[config.mk]
export PLATFORM = sky130hd
export DESIGN_NAME = rc_pulse_to_motor_pwm_unit
export DESIGN_NICKNAME = d
export VERILOG_FILES = /design/src/hw/rtl/rcpwm_pkg.sv /design/src/hw/rtl/rc_pulse_to_motor_pwm_unit.sv
export VERILOG_INCLUDE_DIRS = /design/src /design/src/hw/rtl
export SDC_FILE = /design/constraint.sdc
export NUM_CORES = 1
export LEC_CHECK = 0
export ABC_AREA = 0
export BUFFER_PORTS_ARGS = -buffer_cell sky130_fd_sc_hd__buf_2
export CORE_MARGIN = 1
export CORE_UTILIZATION = 55
export DETAILED_ROUTE_END_ITERATION = 8
export GPL_ROUTABILITY_DRIVEN = 0
export PLACE_DENSITY = 0.78
export SETUP_SLACK_MARGIN = 0.05
export SLEW_MARGIN = 20
export SYNTH_ARGS = -nofsm -noshare
export SYNTH_HDL_FRONTEND = slang
export SYNTH_SLANG_ARGS = --single-unit
[constraint.sdc]
create_clock -name clk -period 13.05 [get_ports clk]
set_clock_uncertainty 0.05 [all_clocks]
set_input_delay 2.61 -clock clk [delete_from_list [all_inputs] [get_ports clk]]
set_output_delay 2.61 -clock clk [all_outputs]
set_load 0.005 [all_outputs]
[src/hw/rtl/assert_macros.svh]
// assertion macros shared by the rtl files
// clocked on clk, disabled while rst is high; empty bodies when SYNTH is defined
`ifndef ASSERT_MACROS_SVH
`define ASSERT_MACROS_SVH
`ifndef SYNTH
`define ASSERT_ALWAYS(lbl, cond) \
  lbl: assert property (@(posedge clk) disable iff (rst) (cond)) \
    else $error("assertion failed");
`define ASSERT_IMPLY(lbl, ante, cons) \
  lbl: assert property (@(posedge clk) disable iff (rst) (ante) |-> (cons)) \
    else $error("assertion failed");
`define ASSERT_NEXT(lbl, ante, cons) \
  lbl: assert property (@(posedge clk) disable iff (rst) (ante) |=> (cons)) \
    else $error("assertion failed");
`else
`define ASSERT_ALWAYS(lbl, cond)
`define ASSERT_IMPLY(lbl, ante, cons)
`define ASSERT_NEXT(lbl, ante, cons)
`endif
`endif

[src/hw/rtl/rcpwm_pkg.sv]
`timescale 1ns / 1ps
// beat types, channel kind codes and mapping constants of the rc pulse mapper
// no dependencies
package rcpwm_pkg;

  typedef struct packed {
    logic [1:0]  op;
    logic [11:0] chan_pulse;
    logic [11:0] arm_pulse;
  } in_item_t;

  typedef struct packed {
    logic [15:0] forward_level;
    logic [15:0] reverse_level;
    logic        switch_out;
  } out_item_t;

  // channel kinds
  localparam logic [1:0] OP_BIDIR  = 2'd0;
  localparam logic [1:0] OP_UNIDIR = 2'd1;
  localparam logic [1:0] OP_SWITCH = 2'd2;

  // register byte addresses
  localparam logic [2:0] REG_PWM_WRAP = 3'd0;

  localparam logic [15:0] PWM_WRAP_RESET = 16'd19999;

  localparam logic [11:0] ARM_MIN    = 12'd1400;
  localparam logic [11:0] PULSE_MIN  = 12'd1000;
  localparam logic [11:0] PULSE_MAX  = 12'd2000;
  localparam logic [11:0] PULSE_MID  = 12'd1500;
  localparam logic [11:0] PULSE_2MID = 12'd3000;
  localparam logic [9:0]  THR_DEADBAND = 10'd10;
  localparam logic [16:0] MOTOR_START  = 17'd6600;

  // x / 1000 == (x * RECIP_1000) >> RECIP_SHIFT, exact for x below 2^26
  localparam logic [26:0] RECIP_1000  = 27'd68719477;
  localparam int          RECIP_SHIFT = 36;

endpackage

[src/hw/rtl/rc_pulse_to_motor_pwm_unit.sv]
`timescale 1ns / 1ps
// rc pulse to motor pwm level mapper, four-register pipeline
// depends on rcpwm_pkg and assert_macros.svh
//
// usage
//   input channel: in_valid / in_stall / in_data, one beat per channel pulse
//   (kind, pulse width, arm pulse); output channel: out_valid / out_stall /
//   out_data with forward level, reverse level and switch output.
//   one result beat per input beat, in order.
//   the accepting edge loads the input register, then the throttle*span
//   product, the reciprocal multiply for the divide by 1000 and the result
//   register are registered in that order. throughput: one beat per cycle
//   while out_stall is low; each multiplier stage holds one beat.
//   a stalled receiver holds the result register; stages behind it keep
//   filling until every stage is occupied, then in_stall rises.
//   reset clears all stage valids and sets pwm_wrap to 19999.
//   pwm_wrap sits at byte address 0 of the apb port; write it only while
//   the pipeline is empty.
module rc_pulse_to_motor_pwm_unit (
  input  logic                  clk,
  input  logic                  rst,
  input  logic                  in_valid,
  output logic                  in_stall,
  input  rcpwm_pkg::in_item_t   in_data,
  output logic                  out_valid,
  input  logic                  out_stall,
  output rcpwm_pkg::out_item_t  out_data,
  input  logic                  psel,
  input  logic                  penable,
  input  logic                  pwrite,
  input  logic [2:0]            paddr,
  input  logic [31:0]           pwdata,
  output logic [31:0]           prdata,
  output logic                  pready
);
  import rcpwm_pkg::*;

`include "assert_macros.svh"

  logic [15:0] pwm_wrap;

  // stage 1: input register
  logic        s1_valid;
  in_item_t    s1_item;
  // stage 2: throttle * span
  logic        s2_valid;
  logic [25:0] s2_prod;
  logic        s2_fwd_en;
  logic        s2_rev_en;
  logic        s2_sw;
  // stage 3: quotient by 1000
  logic        s3_valid;
  logic [16:0] s3_quo;
  logic        s3_fwd_en;
  logic        s3_rev_en;
  logic        s3_sw;

  logic adv_out, adv3, adv2, adv1;

  logic [10:0] p_cl;
  logic [11:0] p_dbl;
  logic [11:0] thr_wide;
  logic [9:0]  throttle;
  logic        forward;
  logic        motor_on;
  logic        thr_ok;
  logic [16:0] top;
  logic [15:0] span;
  logic [25:0] prod_next;
  logic [52:0] recip_prod;
  logic [16:0] lvl;
  logic [15:0] lvl_sat;
  out_item_t   out_next;

  // config port
  assign pready = 1'b1;

  always_ff @(posedge clk) begin
    if (rst) begin
      pwm_wrap <= PWM_WRAP_RESET;
    end else if (psel && penable && pwrite && paddr[2] == REG_PWM_WRAP[2]) begin
      pwm_wrap <= pwdata[15:0];
    end
  end

  always_comb begin
    prdata = '0;
    if (paddr[2] == REG_PWM_WRAP[2]) begin
      prdata = {16'd0, pwm_wrap};
    end
  end

  // stage advance chain, bubbles collapse behind a stalled output
  assign adv_out  = !out_valid || !out_stall;
  assign adv3     = !s3_valid || adv_out;
  assign adv2     = !s2_valid || adv3;
  assign adv1     = !s1_valid || adv2;
  assign in_stall = !adv1;

  always_ff @(posedge clk) begin
    if (rst) begin
      s1_valid  <= 1'b0;
      s2_valid  <= 1'b0;
      s3_valid  <= 1'b0;
      out_valid <= 1'b0;
    end else begin
      if (adv1) begin
        s1_valid <= in_valid;
      end
      if (adv2) begin
        s2_valid <= s1_valid;
      end
      if (adv3) begin
        s3_valid <= s2_valid;
      end
      if (adv_out) begin
        out_valid <= s3_valid;
      end
    end
  end

  // stage 1 logic: clamp, throttle, span, product
  always_comb begin
    if (s1_item.chan_pulse < PULSE_MIN) begin
      p_cl = PULSE_MIN[10:0];
    end else if (s1_item.chan_pulse > PULSE_MAX) begin
      p_cl = PULSE_MAX[10:0];
    end else begin
      p_cl = s1_item.chan_pulse[10:0];
    end
    p_dbl = {p_cl, 1'b0};

    if (s1_item.op == OP_UNIDIR) begin
      thr_wide = {1'b0, p_cl} - PULSE_MIN;
      forward  = 1'b1;
    end else if ({1'b0, p_cl} > PULSE_MID) begin
      thr_wide = p_dbl - PULSE_2MID;
      forward  = 1'b1;
    end else begin
      thr_wide = PULSE_2MID - p_dbl;
      forward  = 1'b0;
    end
    throttle = thr_wide[9:0];
    thr_ok   = throttle >= THR_DEADBAND;
    motor_on = (s1_item.op == OP_BIDIR || s1_item.op == OP_UNIDIR) &&
               s1_item.arm_pulse >= ARM_MIN;

    top  = {1'b0, pwm_wrap} + 17'd1;
    span = (top > MOTOR_START) ? 16'(top - MOTOR_START) : 16'd0;
    prod_next = 26'(throttle) * 26'(span);
  end

  // stage 2 reciprocal multiply; stage 3 logic: offset and saturate, route to at most one output
  assign recip_prod = 53'(s2_prod) * 53'(RECIP_1000);
  assign lvl        = MOTOR_START + s3_quo;
  assign lvl_sat    = lvl[16] ? 16'hFFFF : lvl[15:0];

  always_comb begin
    out_next.forward_level = s3_fwd_en ? lvl_sat : 16'd0;
    out_next.reverse_level = s3_rev_en ? lvl_sat : 16'd0;
    out_next.switch_out    = s3_sw;
  end

  always_ff @(posedge clk) begin
    if (adv1) begin
      s1_item <= in_data;
    end
    if (adv2) begin
      s2_prod   <= prod_next;
      s2_fwd_en <= motor_on && thr_ok && forward;
      s2_rev_en <= motor_on && thr_ok && !forward;
      s2_sw     <= (s1_item.op == OP_SWITCH) && (s1_item.chan_pulse > PULSE_MID);
    end
    if (adv3) begin
      s3_quo    <= recip_prod[RECIP_SHIFT +: 17];
      s3_fwd_en <= s2_fwd_en;
      s3_rev_en <= s2_rev_en;
      s3_sw     <= s2_sw;
    end
    if (adv_out) begin
      out_data <= out_next;
    end
  end

  `ASSERT_IMPLY(a_one_direction, out_valid,
                out_data.forward_level == 16'd0 || out_data.reverse_level == 16'd0)
  `ASSERT_IMPLY(a_switch_no_drive, out_valid && out_data.switch_out,
                out_data.forward_level == 16'd0 && out_data.reverse_level == 16'd0)
  `ASSERT_IMPLY(a_fwd_min_level, out_valid && out_data.forward_level != 16'd0,
                out_data.forward_level >= MOTOR_START[15:0])
  `ASSERT_NEXT(a_accept_lands, in_valid && !in_stall, s1_valid)

endmodule
==> impl_metrics.env <==
export IMPL_outcome="completed"
export IMPL_synth_top_cell_by_area="fa_1"
export IMPL_final_hold_violation_count=0
export IMPL_synth_top_flop_cell="edfxtp_1"
export IMPL_drv_cap=0
export IMPL_setup_worst_path_end="s2_prod[22]"
export IMPL_overflow=0
export IMPL_r2r_start="s1_item[17]"
export IMPL_clk_pin_slew_ns=0.06
export IMPL_crit_slowest_cell="a41oi_1"
export IMPL_firstDrtPassIters=7
export IMPL_route_detailed_wl_per_inst_microns=16.1
export IMPL_ys_types=95
export IMPL_multi_input_area_sq_um=15600
export IMPL_syn_inst=2137
export IMPL_cts_buffer_depth=2
export IMPL_worstReg2RegEnd="s2_prod[22]"
export IMPL_n_antenna_cell=0
export IMPL_slew_headroom_pct=34.0
export IMPL_crit_arrival_ns=10.20
export IMPL_ioPinCount=136
export IMPL_grt_pass1_wl_microns=75700
export IMPL_yosysSeqAreaShare_pct=16.8
export IMPL_grt_max_degree=35
export IMPL_fin_crit_sh_pct=77.2
export IMPL_cts_made_buffers=17
export IMPL_start_kind="flop"
export IMPL_drt_antenna_violating_nets=0
export IMPL_critPathMostFrequentCell="fa_1"
export IMPL_cts_tree="built"
export IMPL_die_x_microns=198
export IMPL_cts_max_level=4
export IMPL_cp_required_ns=13.18
export IMPL_grt_antenna_before_repair=0
export IMPL_coreArea_sq_um=37800
export IMPL_final_setup_viol_count=0
export IMPL_drcViolationCount=0
export IMPL_end_kind="flop"
export IMPL_synth_seq_cells=125
export IMPL_cts_sinks=125
export IMPL_die_area_sq_um=39300
export IMPL_grt_pass1_vias=15800
export IMPL_grt_setup_unrepaired="no"
export IMPL_cts_resized=0
export IMPL_wl_microns=43900
export IMPL_hold_buffers=0
export IMPL_maxSlewViolCount=0
export IMPL_worstSetupPathType="reg -> reg"
export IMPL_hpwlAfterDp_microns=36700
export IMPL_synth_area_leaders="fa_1 30%, ha_1 20%, edfxtp_1 15%"
export IMPL_r2r_cells=29
export IMPL_worstSkewPairLatency_ns=0.43
export IMPL_area_delta_synth_final_pct=6.79
export IMPL_setup_tns_ns=0
export IMPL_num_rows=71
export IMPL_netlist_area_sq_um=21200
export IMPL_nFillCells=3037
export IMPL_period_needed_ns=10.08
export IMPL_cts_root_buf="clkbuf_16"
export IMPL_slowest_delay_ns=0.79
export IMPL_nNetsFinal=2929
export IMPL_rrSetupSlack_ns=2.97
export IMPL_drt_iter0_drc=765
export IMPL_register_area_sq_um=3550
export IMPL_post_cts_repair_setup_buffers=0
export IMPL_drive_gt1_share_pct=7.84
export IMPL_worstHoldPathCells=0
export IMPL_max_slew_worst_pin_slew_ns=0.977
export IMPL_vias_per_cell=5.41
export IMPL_grt_util_all_layers_pct=24.5
export IMPL_num_vias=14800
export IMPL_die_y_microns=198
export IMPL_async_flop_share_pct=0
export IMPL_critPathLaunch="s1_item[17]"
export IMPL_yosys_warnings=0
export IMPL_utilization_pct=59.9
export IMPL_max_freq_mhz=99.3
export IMPL_syn_area_per_cell_sq_um=9.91
export IMPL_initial_core_util_pct=56.1
export IMPL_io_buffers=97
export IMPL_hold_class="reg -> reg"
export IMPL_cp_max_fo=21
export IMPL_synth_edf_count=105
export IMPL_synth_top_area_share_pct=30.4
-- Yosys cell counts, types with 13 or more instances --
| cell type | instances |
|---|---|
| a21o_1 | 19 |
| a21oi_1 | 72 |
| and2_1 | 24 |
| buf_2 | 19 |
| buf_4 | 19 |
| clkbuf_1 | 25 |
| dfxtp_1 | 20 |
| edfxtp_1 | 105 |
| fa_1 | 322 |
| ha_1 | 333 |
| inv_1 | 468 |
| nand2_1 | 152 |
| nand2b_1 | 31 |
| nand3_1 | 30 |
| nor2_1 | 137 |
| nor2b_1 | 43 |
| nor3_1 | 21 |
| o21ai_0 | 34 |
| or3_1 | 13 |
| xnor2_1 | 55 |
| xor2_1 | 18 |
-- critical path: cells and delay by family, from the launching register on --
kind,cells,cell delay (ns)
buffers and inverters,2,0.09
flip-flops,1,0.67
adder cells (fa/ha/maj),7,3.40
AO/OA/AOI/OAI,12,3.67
AND/OR/NAND/NOR,7,1.78
XOR/XNOR,1,0.11
-- registers in the layout, summed over array words and instances (netlist names) --
name,cells
out_data,33
out_valid,1
s2_sw,1
s1_item,23
s2_valid,1
s3_sw,1
s3_valid,1
s3_rev_en,1
s3_fwd_en,1
pwm_wrap,16
s2_rev_en,1
s2_prod,26
s3_quo,17
s1_valid,1
s2_fwd_en,1
-- layout make-up --
cell class / count / area share [%]
Clock inverter: 15 / 0.708
Sequential cell: 125 / 15.7
Inverter: 468 / 7.77
Multi-Input combinational cell: 1494 / 68.9
Timing Repair Buffer: 100 / 2.25
Clock buffer: 17 / 1.88
Tap cell: 511 / 2.83
-- per-stage QoR --
step                cells  area [sq um]  hold slack, ns  setup WS (ns)
floorplan            2152         21200           0.350           4.96
global placement     2698         22000           0.351           3.37
detailed placement   2698         22000           0.355           3.14
CTS                  2730         22600           0.369           3.05
global route         2730         22600           0.376           2.37
finish               2730         22600           0.369           2.97
-- worst min-delay path by stage --
stage                    from          end  slack, ns
global route        s2_fwd_en    s3_fwd_en       0.38
detailed placement  s2_fwd_en    s3_fwd_en       0.36
floorplan               s3_sw  out_data[0]       0.35
CTS                 s2_rev_en    s3_rev_en       0.37
finish              s2_fwd_en    s3_fwd_en       0.37
global placement    s2_fwd_en    s3_fwd_en       0.35
-- cells by family (layout without fill, tap and decap cells) --
group | after synthesis | in the layout | share of synthesized area [%]
simple gates | 515 | 515 | 12.2
buf+inv | 533 | 600 | 9.97
xor+xnor | 73 | 73 | 3.02
other cells | 2 | 17 | 0.0355
mux | 10 | 10 | 0.597
compound gates | 224 | 224 | 7.28
flops | 125 | 125 | 16.8
fa+ha+maj | 655 | 655 | 50.1
-- cells in the final DEF (no fill, tap or decap), types with 6 or more instances in the layout --
cell	n
nor3_1	21
xor2_1	18
conb_1	17
inv_1	468
edfxtp_1	105
o21ai_0	34
o211ai_1	8
nand4_1	12
a21oi_1	72
nor2_1	137
a21o_1	19
dfxtp_1	20
fa_1	322
o21a_1	8
and2_1	24
nand2_1	151
nand3_1	30
a21boi_0	6
ha_1	333
buf_2	97
clkbuf_16	17
a211oi_1	6
inv_8	6
nand3b_1	9
xnor2_1	55
a31oi_1	7
nand2b_1	31
nor2b_1	43
or3_1	13
o21bai_1	8
-- layer usage --
layer  vias to the layer above  wire length (microns)  track usage, %
li1                       6954                      -               -
met1                      7267                  17900            30.3
met2                       477                  22100            43.1
met3                        68                   2920            4.94
met4                         0                   1030            7.01
met5                         -                      0               0
Power is left out: the tool's default activity adds up to more than one toggle a clock period on the data nets, which glitch-free logic cannot reach.
